## src/rtl/fmjg_pkg.sv

```systemverilog
package fmjg_pkg;

    // Feed mode codes as they appear on the result channel.
    typedef enum logic [1:0] {
        MODE_STOP    = 2'd0,
        MODE_SINGLE  = 2'd1,
        MODE_BURST   = 2'd2,
        MODE_REVERSE = 2'd3
    } feed_mode_t;

    // Mode lever positions.
    localparam logic [1:0] LEVER_UP      = 2'd0;
    localparam logic [1:0] LEVER_MIDDLE  = 2'd1;
    localparam logic [1:0] LEVER_DOWN    = 2'd2;
    localparam logic [1:0] LEVER_INVALID = 2'd3;

    // Configuration register indexes.
    localparam int CFG_INDEX_W = 3;
    localparam logic [CFG_INDEX_W-1:0] CFG_STALL_SPEED    = 3'd0;
    localparam logic [CFG_INDEX_W-1:0] CFG_STALL_LIMIT    = 3'd1;
    localparam logic [CFG_INDEX_W-1:0] CFG_REVERSE_LIMIT  = 3'd2;
    localparam logic [CFG_INDEX_W-1:0] CFG_FLYWHEEL_MIN   = 3'd3;
    localparam logic [CFG_INDEX_W-1:0] CFG_HEAT_MARGIN    = 3'd4;
    localparam logic [CFG_INDEX_W-1:0] CFG_HOLD_TO_BURST  = 3'd5;

    localparam int CFG_DATA_W = 16;
    localparam int SPEED_CFG_W = 15;
    localparam int TICK_W = 16;
    localparam int HEAT_W = 16;
    localparam int HOLD_W = 8;

    localparam logic [SPEED_CFG_W-1:0] RST_STALL_SPEED   = 15'd100;
    localparam logic [TICK_W-1:0]      RST_STALL_LIMIT   = 16'd500;
    localparam logic [TICK_W-1:0]      RST_REVERSE_LIMIT = 16'd100;
    localparam logic [SPEED_CFG_W-1:0] RST_FLYWHEEL_MIN  = 15'd1000;
    localparam logic [HEAT_W-1:0]      RST_HEAT_MARGIN   = 16'd10;
    localparam logic [HOLD_W-1:0]      RST_HOLD_TO_BURST = 8'd180;

    // Result item: five bits packed into one byte.
    localparam int OUT_BITS = 5;
    localparam int OUT_W = 8;

endpackage

```

## src/rtl/feeder_mode_jam_guard.sv

```systemverilog
// Feed-mode and flywheel-enable decision for a flywheel launcher, one item per
// control tick.
// Input channel s_tvalid/s_tready/s_tdata carries the lever, keys, buttons,
// fire command, feeder and flywheel speeds, heat reading and heat limit.
// Output channel m_tvalid/m_tready/m_tdata carries one result item per input
// item: flywheel enable, feed mode, flywheel at speed and index start.
// Configuration is written through cfg_we/cfg_index/cfg_data, one register
// per cycle; the user must write it only while no item is in flight, as the
// block itself does not enforce this. An item is held in the input register
// and is decided on the way into the result register. Throughput is one item
// per cycle while the receiver does not stall; the only loop is the tick state
// (mode, latch, counters) updated in the same cycle as the result register.
// When the receiver stalls, the result register holds, the input register
// fills and s_tready drops; nothing is lost or repeated.
// Reset clears all tick state and both valid flags and loads the register
// defaults (stall speed 100, stall limit 500, reverse limit 100, flywheel
// minimum 1000, heat margin 10, hold to burst 180).
module feeder_mode_jam_guard #(
    parameter int SPEED_WIDTH = 16
) (
    input  logic                                  clk,
    input  logic                                  rst_n,
    input  logic                                  s_tvalid,
    output logic                                  s_tready,
    // mode_switch[2], force_safe, key_start, key_stop, left_button,
    // right_button, fire_command, feeder_speed, flywheel_speed, heat_now[16],
    // heat_cap[16], index_error_open, zero fill
    input  logic [((2*SPEED_WIDTH+48)/8)*8-1:0]   s_tdata,
    output logic                                  m_tvalid,
    input  logic                                  m_tready,
    // flywheel_enable, feed_mode[2], flywheel_at_speed, index_start, zero fill
    output logic [fmjg_pkg::OUT_W-1:0]            m_tdata,
    input  logic                                  cfg_we,
    input  logic [fmjg_pkg::CFG_INDEX_W-1:0]      cfg_index,
    input  logic [fmjg_pkg::CFG_DATA_W-1:0]       cfg_data
);
    import fmjg_pkg::*;

    localparam int IN_BITS = 2 * SPEED_WIDTH + 41;
    localparam int FEED_LO = 8;
    localparam int FLY_LO = FEED_LO + SPEED_WIDTH;
    localparam int HEAT_LO = FLY_LO + SPEED_WIDTH;
    localparam int CAP_LO = HEAT_LO + HEAT_W;
    localparam int ERR_BIT = CAP_LO + HEAT_W;
    localparam int CMP_W = (SPEED_WIDTH > SPEED_CFG_W) ? SPEED_WIDTH : SPEED_CFG_W;

    // Configuration registers.
    logic [SPEED_CFG_W-1:0] stall_speed_reg;
    logic [TICK_W-1:0]      stall_limit_reg;
    logic [TICK_W-1:0]      reverse_limit_reg;
    logic [SPEED_CFG_W-1:0] flywheel_min_reg;
    logic [HEAT_W-1:0]      heat_margin_reg;
    logic [HOLD_W-1:0]      hold_limit_reg;

    // Tick state.
    logic                   latch_reg, latch_next;
    logic                   flywheel_on_reg, flywheel_on_next;
    feed_mode_t             mode_now_reg, mode_now_next;
    logic                   prev_left_reg, prev_left_next;
    logic                   moving_reg, moving_next;
    logic [HOLD_W-1:0]      hold_reg, hold_next;
    logic [TICK_W-1:0]      stall_reg, stall_next;
    logic [TICK_W-1:0]      reverse_reg, reverse_next;

    // Input and result registers.
    logic                   in_valid_reg;
    logic [IN_BITS-1:0]     in_data_reg;
    logic                   out_valid_reg;
    logic                   out_enable_reg;
    feed_mode_t             out_mode_reg;
    logic                   out_at_speed_reg;
    logic                   out_start_reg;

    logic                   advance;
    logic                   at_speed;
    logic                   index_start;

    logic [1:0]             lever;
    logic                   force_safe;
    logic                   key_start;
    logic                   key_stop;
    logic                   left_button;
    logic                   right_button;
    logic                   fire_command;
    logic [SPEED_WIDTH-1:0] feeder_speed;
    logic [SPEED_WIDTH-1:0] flywheel_speed;
    logic [HEAT_W-1:0]      heat_now;
    logic [HEAT_W-1:0]      heat_cap;
    logic                   index_error_open;
    logic [SPEED_WIDTH-1:0] feed_mag;
    logic [SPEED_WIDTH-1:0] fly_mag;
    logic                   feed_slow;
    logic                   heat_over;

    assign advance  = in_valid_reg && (!out_valid_reg || m_tready);
    assign s_tready = !in_valid_reg || advance;
    assign m_tvalid = out_valid_reg;
    assign m_tdata  = {{(OUT_W - OUT_BITS){1'b0}}, out_start_reg, out_at_speed_reg,
                       out_mode_reg, out_enable_reg};

    assign lever            = in_data_reg[1:0];
    assign force_safe       = in_data_reg[2];
    assign key_start        = in_data_reg[3];
    assign key_stop         = in_data_reg[4];
    assign left_button      = in_data_reg[5];
    assign right_button     = in_data_reg[6];
    assign fire_command     = in_data_reg[7];
    assign feeder_speed     = in_data_reg[FEED_LO +: SPEED_WIDTH];
    assign flywheel_speed   = in_data_reg[FLY_LO +: SPEED_WIDTH];
    assign heat_now         = in_data_reg[HEAT_LO +: HEAT_W];
    assign heat_cap         = in_data_reg[CAP_LO +: HEAT_W];
    assign index_error_open = in_data_reg[ERR_BIT];

    // Exact magnitude: the most negative value maps to 2^(SPEED_WIDTH-1).
    assign feed_mag = feeder_speed[SPEED_WIDTH-1] ? (~feeder_speed + SPEED_WIDTH'(1))
                                                  : feeder_speed;
    assign fly_mag  = flywheel_speed[SPEED_WIDTH-1] ? (~flywheel_speed + SPEED_WIDTH'(1))
                                                    : flywheel_speed;

    assign feed_slow = CMP_W'(feed_mag) < CMP_W'(stall_speed_reg);
    assign at_speed  = !(CMP_W'(fly_mag) < CMP_W'(flywheel_min_reg));
    assign heat_over = ({1'b0, heat_now} + {1'b0, heat_margin_reg}) > {1'b0, heat_cap};

    always_comb
    begin
        latch_next       = latch_reg;
        flywheel_on_next = flywheel_on_reg;
        mode_now_next    = mode_now_reg;
        prev_left_next   = prev_left_reg;
        moving_next      = moving_reg;
        hold_next        = hold_reg;
        stall_next       = stall_reg;
        reverse_next     = reverse_reg;
        index_start      = 1'b0;

        case (lever)
            LEVER_UP:
            begin
                flywheel_on_next = 1'b0;
                mode_now_next    = MODE_STOP;
            end
            LEVER_MIDDLE:
            begin
                if (key_start)
                begin
                    latch_next = 1'b1;
                end
                else if (key_stop)
                begin
                    latch_next = 1'b0;
                end
                flywheel_on_next = latch_next;

                if (left_button && !prev_left_reg)
                begin
                    mode_now_next = MODE_SINGLE;
                end
                else if (right_button)
                begin
                    mode_now_next = fire_command ? MODE_BURST : MODE_STOP;
                end
                else
                begin
                    mode_now_next = MODE_STOP;
                end
                prev_left_next = left_button;

                // A shot still in motion keeps the single-shot mode.
                if (moving_reg)
                begin
                    mode_now_next = MODE_SINGLE;
                end

                if (left_button)
                begin
                    if (hold_reg < hold_limit_reg)
                    begin
                        hold_next = hold_reg + HOLD_W'(1);
                    end
                    else
                    begin
                        mode_now_next = MODE_BURST;
                        moving_next   = 1'b0;
                    end
                end
                else
                begin
                    hold_next = '0;
                end
            end
            LEVER_DOWN:
            begin
                flywheel_on_next = 1'b1;
                mode_now_next    = MODE_BURST;
            end
            default:
            begin
            end
        endcase

        // Jam guard: a long stall forces reverse for a bounded number of ticks.
        if (mode_now_next == MODE_BURST || mode_now_next == MODE_SINGLE)
        begin
            if (stall_reg >= stall_limit_reg)
            begin
                mode_now_next = MODE_REVERSE;
            end
            if (feed_slow && stall_reg < stall_limit_reg)
            begin
                stall_next   = stall_reg + TICK_W'(1);
                reverse_next = '0;
            end
            else if (stall_reg == stall_limit_reg && reverse_reg < reverse_limit_reg)
            begin
                reverse_next = reverse_reg + TICK_W'(1);
            end
            else
            begin
                stall_next = '0;
            end
        end

        if (!at_speed || heat_over)
        begin
            mode_now_next = MODE_STOP;
        end

        if (force_safe)
        begin
            mode_now_next    = MODE_STOP;
            flywheel_on_next = 1'b0;
        end

        if (mode_now_next == MODE_SINGLE)
        begin
            index_start = !moving_next;
            moving_next = index_error_open;
        end
    end

    always_ff @(posedge clk or negedge rst_n)
    begin
        if (!rst_n)
        begin
            stall_speed_reg   <= RST_STALL_SPEED;
            stall_limit_reg   <= RST_STALL_LIMIT;
            reverse_limit_reg <= RST_REVERSE_LIMIT;
            flywheel_min_reg  <= RST_FLYWHEEL_MIN;
            heat_margin_reg   <= RST_HEAT_MARGIN;
            hold_limit_reg    <= RST_HOLD_TO_BURST;
        end
        else if (cfg_we)
        begin
            case (cfg_index)
                CFG_STALL_SPEED:   stall_speed_reg   <= cfg_data[SPEED_CFG_W-1:0];
                CFG_STALL_LIMIT:   stall_limit_reg   <= cfg_data[TICK_W-1:0];
                CFG_REVERSE_LIMIT: reverse_limit_reg <= cfg_data[TICK_W-1:0];
                CFG_FLYWHEEL_MIN:  flywheel_min_reg  <= cfg_data[SPEED_CFG_W-1:0];
                CFG_HEAT_MARGIN:   heat_margin_reg   <= cfg_data[HEAT_W-1:0];
                CFG_HOLD_TO_BURST: hold_limit_reg    <= cfg_data[HOLD_W-1:0];
                default:
                begin
                end
            endcase
        end
    end

    always_ff @(posedge clk or negedge rst_n)
    begin
        if (!rst_n)
        begin
            latch_reg       <= 1'b0;
            flywheel_on_reg <= 1'b0;
            mode_now_reg    <= MODE_STOP;
            prev_left_reg   <= 1'b0;
            moving_reg      <= 1'b0;
            hold_reg        <= '0;
            stall_reg       <= '0;
            reverse_reg     <= '0;
        end
        else if (advance)
        begin
            latch_reg       <= latch_next;
            flywheel_on_reg <= flywheel_on_next;
            mode_now_reg    <= mode_now_next;
            prev_left_reg   <= prev_left_next;
            moving_reg      <= moving_next;
            hold_reg        <= hold_next;
            stall_reg       <= stall_next;
            reverse_reg     <= reverse_next;
        end
    end

    always_ff @(posedge clk or negedge rst_n)
    begin
        if (!rst_n)
        begin
            in_valid_reg  <= 1'b0;
            out_valid_reg <= 1'b0;
        end
        else
        begin
            if (s_tready)
            begin
                in_valid_reg <= s_tvalid;
            end
            if (advance)
            begin
                out_valid_reg <= 1'b1;
            end
            else if (m_tready)
            begin
                out_valid_reg <= 1'b0;
            end
        end
    end

    always_ff @(posedge clk)
    begin
        if (s_tvalid && s_tready)
        begin
            in_data_reg <= s_tdata[IN_BITS-1:0];
        end
        if (advance)
        begin
            out_enable_reg   <= flywheel_on_next;
            out_mode_reg     <= mode_now_next;
            out_at_speed_reg <= at_speed;
            out_start_reg    <= index_start;
        end
    end

    // A new index target is only requested in single-shot mode.
    assert property (@(posedge clk) disable iff (!rst_n)
        out_valid_reg && out_start_reg |-> out_mode_reg == MODE_SINGLE)
        else $error("index start outside single-shot mode");

    // A flywheel below minimum speed never lets the feeder run.
    assert property (@(posedge clk) disable iff (!rst_n)
        out_valid_reg && !out_at_speed_reg |-> out_mode_reg == MODE_STOP)
        else $error("feeder running with slow flywheel");

    // The shown result matches the tick state it left behind.
    assert property (@(posedge clk) disable iff (!rst_n)
        out_valid_reg |-> out_mode_reg == mode_now_reg
                          && out_enable_reg == flywheel_on_reg)
        else $error("result and tick state disagree");

    // Tick state moves only when an item is decided.
    assert property (@(posedge clk) disable iff (!rst_n)
        !advance |=> $stable(stall_reg) && $stable(hold_reg) && $stable(mode_now_reg))
        else $error("tick state changed without an item");

    // A blocked item stays in the input register.
    assert property (@(posedge clk) disable iff (!rst_n)
        in_valid_reg && out_valid_reg && !m_tready |=> in_valid_reg)
        else $error("blocked item dropped");

endmodule

```

## config.mk

```make
export PLATFORM = sky130hd
export DESIGN_NAME = feeder_mode_jam_guard
export DESIGN_NICKNAME = d
export VERILOG_FILES = /design/src/rtl/fmjg_pkg.sv /design/src/rtl/feeder_mode_jam_guard.sv
export SDC_FILE = /design/constraint.sdc
export NUM_CORES = 1
export LEC_CHECK = 0
export ABC_AREA = 0
export BUFFER_PORTS_ARGS = -buffer_cell sky130_fd_sc_hd__buf_2
export CAP_MARGIN = 40
export CORE_AREA = 2 2 280 172
export CTS_CLUSTER_SIZE = 12
export DETAILED_ROUTE_END_ITERATION = 7
export DIE_AREA = 0 0 282 174
export GPL_TIMING_DRIVEN = 0
export PLACE_DENSITY = 0.44
export SLEW_MARGIN = 20
export SYNTH_ARGS = -nofsm -noshare
export SYNTH_HDL_FRONTEND = slang
export SYNTH_SLANG_ARGS = --single-unit
export TNS_END_PERCENT = 20
```

## constraint.sdc

```tcl
create_clock -name clk -period 4.7 [get_ports clk]
set_input_delay 0.47 -clock clk [delete_from_list [all_inputs] [get_ports clk]]
set_output_delay 0.47 -clock clk [all_outputs]
set_load 0.02 [all_outputs]
```

Word level (Yosys, flattened, before mapping):

Index checks and enable logic that the tools add are counted.

* add/subtract/negate cells: 6
* $lt $le $gt $ge: 7
* equality and inequality tests: 13
* multiplexer cells: 29
* bitwise logic cells: 2
* reduce and logical (&&, ||, !) cells: 28

Operators by type and width (number)
* 2-to-1 mux 16 bit: 6
* adder 16 x 1 -> 16 bit, second input constant: 4
* less-than comparator 16 x 15 -> 1 bit: 2
* less-than comparator 16 bit: 2
* inverter 16 bit: 2
* 2-to-1 mux 2 bit: 10
* adder 16 x 16 -> 17 bit: 1
* greater-than comparator 17 x 16 -> 1 bit: 1
* equality test 16 bit: 1
* greater-or-equal comparator 16 bit: 1
* 2-to-1 mux 8 bit: 2
* AND reduction 2 bit: 7
* 2-to-1 mux 1 bit: 9
* AND reduction 3 bit: 3
* adder 8 x 1 -> 8 bit, second input constant: 1
* less-than comparator 8 bit: 1
* equality test 2 x 1 -> 1 bit, second input constant: 3
* equality test 3 x 2 -> 1 bit, second input constant: 2
* equality test 3 bit, second input constant: 2
* one-hot mux 2 bit (3 select lines): 1
* logical AND 1 bit: 5
* zero test 1 bit: 5
* equality test 2 bit, second input constant: 2
* logical OR 1 bit: 4
* other kinds (7): 8

* register bits: 212
* input bits: 104
* word-level logic and storage cells: 106

Longest topological paths before layout:

* word-level depth: 14
* gate-level depth with buffers: 22

Least setup slack after synthesis:

Ideal clock, no wire load.

* kind: register to register
* start point: register heat_margin_reg[1]
* end point: register moving_reg
* library setup time: 0.125 ns
* arrival time: 3.798 ns
* required time: 4.575 ns
* path slack: 0.777 ns
* cell stages (with the launch flop): 22
* buffers on the path: 0
* cell sequence: dfstp_2 > inv_1 > fa_1 > nor2b_1 > o21ai_0 > a21boi_0 > o21ai_0 > a311oi_1 > o21ai_0 > nand2b_1 > a21oi_1 > xnor2_1 > ha_1 > a21o_1 > a21oi_1 > nand2_1 > a21oi_1 > o21ai_0 > a31o_2 > a211oi_2 > nand3_1 > mux2i_1

* longest elaborated chain between the ends: 7

Ends and longest elaborated chain
* start, declared: RTL line feeder_mode_jam_guard.sv:52 `logic [HEAT_W-1:0] heat_margin_reg;`
* start signal, assigned: RTL line feeder_mode_jam_guard.sv:259 `CFG_HEAT_MARGIN: heat_margin_reg <= cfg_data[HEAT_W-1:0];`
* adder 16 x 16 -> 17 bit: RTL line feeder_mode_jam_guard.sv:122 `assign heat_over = ({1'b0, heat_now} + {1'b0, heat_margin_reg}) > {1'b0, heat_cap};`
* greater-than comparator 17 x 16 -> 1 bit: RTL line feeder_mode_jam_guard.sv:122
* logical OR 1 bit: RTL line feeder_mode_jam_guard.sv:223 `if (!at_speed || heat_over)`
* 2-to-1 mux 2 bit: RTL line feeder_mode_jam_guard.sv:223
* 2-to-1 mux 2 bit: RTL line feeder_mode_jam_guard.sv:228 `if (force_safe)`
* equality test 2 x 1 -> 1 bit: RTL line feeder_mode_jam_guard.sv:234 `if (mode_now_next == MODE_SINGLE)`
* 2-to-1 mux 1 bit: RTL line feeder_mode_jam_guard.sv:234
* end signal, assigned: RTL line feeder_mode_jam_guard.sv:287 `moving_reg <= moving_next;`
* end, declared: RTL line feeder_mode_jam_guard.sv:60 `logic moving_reg, moving_next;`

No other way between the ends.
A chain may end at the register's enable or synchronous reset.

Worst setup path in the final report:

* start point: register in_data_reg[11]
* end point: register stall_reg[3]

* longest elaborated chain between the ends: 7

Ends and longest elaborated chain
* start, declared: RTL line feeder_mode_jam_guard.sv:67 `logic [IN_BITS-1:0] in_data_reg;`
* start signal, assigned: RTL line feeder_mode_jam_guard.sv:322 `in_data_reg <= s_tdata[IN_BITS-1:0];`
* inverter 16 bit: RTL line feeder_mode_jam_guard.sv:115 `assign feed_mag = feeder_speed[SPEED_WIDTH-1] ? (~feeder_speed + SPEED_WIDTH'(1))`
* adder 16 x 1 -> 16 bit: RTL line feeder_mode_jam_guard.sv:115
* 2-to-1 mux 16 bit (*): RTL line feeder_mode_jam_guard.sv:115
* less-than comparator 16 x 15 -> 1 bit (*): RTL line feeder_mode_jam_guard.sv:120 `assign feed_slow = CMP_W'(feed_mag) < CMP_W'(stall_speed_reg);`
* logical AND 1 bit (*): RTL line feeder_mode_jam_guard.sv:208 `if (feed_slow && stall_reg < stall_limit_reg)`
* inequality test 2 bit (no source line)
* AND reduction 3 bit (no source line)
* end signal, assigned: RTL line feeder_mode_jam_guard.sv:289 `stall_reg <= stall_next;`
* end, declared: RTL line feeder_mode_jam_guard.sv:62 `logic [TICK_W-1:0] stall_reg, stall_next;`

Mark *: on every way between the ends. The rest lies on a longest branch, timed or not.

==> results.toml <==
[cells_and_area]
antenna_cells = 0
final_nets = 1412
utilization = 0.292
largest_register_ffs = 73
syn2layout_area_growth_pct = 19.1
drive_gt1_frac = 0.204

[placed_design]
routabilityCongestion = 0.775
dpl.hpwl_mm = 22.4
io_buffers = 102

[worst_setup_path]
reg2reg_slack_ps = 310
worstReg2RegStart = "in_data_reg[11]"
cp-startpoint = "in_data_reg[11]"
crit_end = "stall_reg[3]"
required_ps = 5150
timing.rr.end = "stall_reg[3]"
reg2reg_depth = 15
path_class = "reg -> reg"
worstPathArrival_ps = 4850
cp-start-kind = "register"
crit_path_end_kind = "register"
cp_max_fo = 10

[routing]
totalWireLength_mm = 29.9
drc = 0
ant_nets = 0
routed_via_density = 4.44
firstDrtPassIters = 4
drtIter0Drc = 464
vias = 8272
routedWlPerCell_um = 16.1

[yosys]
synth_top_family_by_area = "simple AND/OR/NAND/NOR gates"
synth.area.top_cells = "dfrtp_1 (24%), edfxtp_1 (20%), ha_1 (11%)"
netlist_area_mm2 = 0.0115
synth-main-ff-cell = "dfrtp_1"
ys_types = 70
synth_xor_area_frac = 0.0411
async_flop_share = 0.632
yosysMostFrequentCell = "dfrtp_1"
synth-seq-area-share = 0.498
ys_seq_elements = 212
yosys_warnings = 0
synth_commonest_cells = "dfrtp_1 (110), inv_1 (109), ha_1 (103)"
synth_enable_flop_cells = 78
synth_top_cell_by_area = "dfrtp_1"
yosys.area_share.simple = 0.129
synth_top_area_frac = 0.240
syn_inst = 1068
synthAdderAreaFrac = 0.114
synth_compound_area_frac = 0.118
syn_avg_cell_area_um2 = 10.8
synth_mux_area_frac = 0.0505

[grt]
track_usage = 0.123
grt_pass1_wl_mm = 46.9
grt_max_degree = 79
grt-ovfl-total = 0
antenna_found_initial = 4
grt_pass1_vias = 8200

[power]
power_density_mw_per_mm2 = 404
p_leak_nw = 5.95
ir_drop_mv = 0.206

[die]
die_h_um = 174
initial_core_util = 0.246
row_count = 62
core-area_mm2 = 0.0468
die_w_um = 282
ios = 114
die_area_mm2 = 0.0491

[sta]
tns_ps = 0
skew_ps = 13.9
drv_slew = 0
period_share = 0.934
finalHoldViolations = 0
rsz0062_at_grt = "false"
maxSlewHeadroom = 0.546
worst_pin_slew_ps = 672
clock.fmax_mhz = 228
fin_crit_ps = 4390
setup_viol = 0

[cts]
cts_made_buffers = 23
cts_root_buf = "clkbuf_16"
cts_tree = "done"
clock-sinks = 212
clkLatencyLatePin_ps = 530
clkTransAtPathRegs_ps = 60
cts_buffer_depth = 3
htree_levels = 1

[status]
status = "finished, final reports clean"

[worst_hold_path]
hold_class = "in -> reg"

[flow_run]
drv_cap = 0
-- cells by family (layout without fill, tap and decap cells) --
family                   after synthesis  in the layout
AND/OR/NAND/NOR                      282            282
AO/OA/AOI/OAI                        225            225
buffers and inverters                139            290
other                                  1              3
multiplexers                          52             52
XOR/XNOR                              53             53
flip-flops                           212            212
adder cells (fa/ha/maj)              104            104
-- critical path, stage by stage, from the launching register on --
cell and delay [ps]:
edfxtp_1 420, or4_1 570, or4_1 480, or2_2 340
o21ai_0 230, xnor2_1 160, ha_1 270, o211ai_1 130
o21ai_0 150, a21oi_1 170, o31ai_2 150, o21ai_0 210
buf_2 290, nand3_1 260, or3_1 390, a21oi_1 140
-- worst min-delay path by stage --
stage / startpoint / to / slack, ps / cells after the start
floorplan: rst_n / flywheel_min_reg[0] / 170 / 0
global placement: flywheel_on_reg / flywheel_on_reg / 470 / 2
detailed placement: flywheel_on_reg / flywheel_on_reg / 470 / 2
CTS: s_tdata[62] / in_data_reg[62] / 90 / 1
global route: s_tdata[62] / in_data_reg[62] / 90 / 1
finish: s_tdata[62] / in_data_reg[62] / 110 / 1
-- layer usage --
| layer | wire, µm | up-vias | global-route usage |
|---|---|---|---|
| li1 | - | 4045 | - |
| met1 | 16500 | 4048 | 0.196 |
| met2 | 11700 | 142 | 0.169 |
| met3 | 1210 | 37 | 0.0226 |
| met4 | 499 | 0 | 0.0222 |
| met5 | 0 | - | 0 |
-- cell type report --
cell class | count | area (µm²)
repair buffers | 109 | 619
well taps | 640 | 801
plain buffers | 28 | 141
clock inverters | 3 | 18.8
multi-input cells | 719 | 5250
fillers | 4864 | 33100
flip-flops and latches | 212 | 5730
clock buffers | 39 | 707
inverters | 111 | 417
-- report_power, final --
| part | internal, mW | leakage [nW] | total, mW | switching (mW) |
|---|---|---|---|---|
| combinational | 0.600 | 3.20 | 1.36 | 0.759 |
| clock | 1.02 | 0.356 | 1.79 | 0.772 |
| sequential | 2.21 | 2.39 | 2.36 | 0.154 |
| total | 3.83 | 5.95 | 5.52 | 1.69 |
-- per-stage QoR --
step	instances	instance area [µm²]	power, mW	hold WS, ps	worst slack (ps)
CTS	1859	13600	5.59	85.0	40.2
finish	1861	13700	5.52	111	309
global placement	1812	12800	3.69	467	-1120
global route	1861	13700	5.90	86.9	4.05
detailed placement	1816	12900	3.75	469	69.1
floorplan	1070	11500	3.30	174	777
-- layout by cell type, fill, tap and decap left out, types with 7 or more instances in the layout --
cell type  netlist  routed
a21o_1          20      20
a21oi_1         54      54
and2_1           9       8
and3_1          10      10
buf_2            5     106
buf_4            6       9
clkbuf_1        15      25
clkbuf_16        0      24
dfrtp_1        110     110
dfstp_2         24      24
edfxtp_1        78      78
ha_1           103     103
inv_1          109     109
mux2_2          47      47
nand2_1         87      87
nand2b_1        12      12
nand3_1         33      33
nand4_1         16      16
nor2_1          43      43
nor2b_1          8       8
nor3_1           8       7
o21ai_0         97      96
o31ai_1         10      10
or3_1           15      15
or4_1            7       7
xnor2_1         41      41
xor2_1          11      11
-- timing repair --
| item | in CTS | in global routing |
|---|---|---|
| hold buffers | 1 | 0 |
| gates resized for setup | 0 | 5 |
| hold endpoints to repair | 65 | 0 |
| buffers inserted | 0 | 1 |
| setup endpoints to repair | 0 | 7 |
No activity file was read; power rests on OpenSTA's default activity.
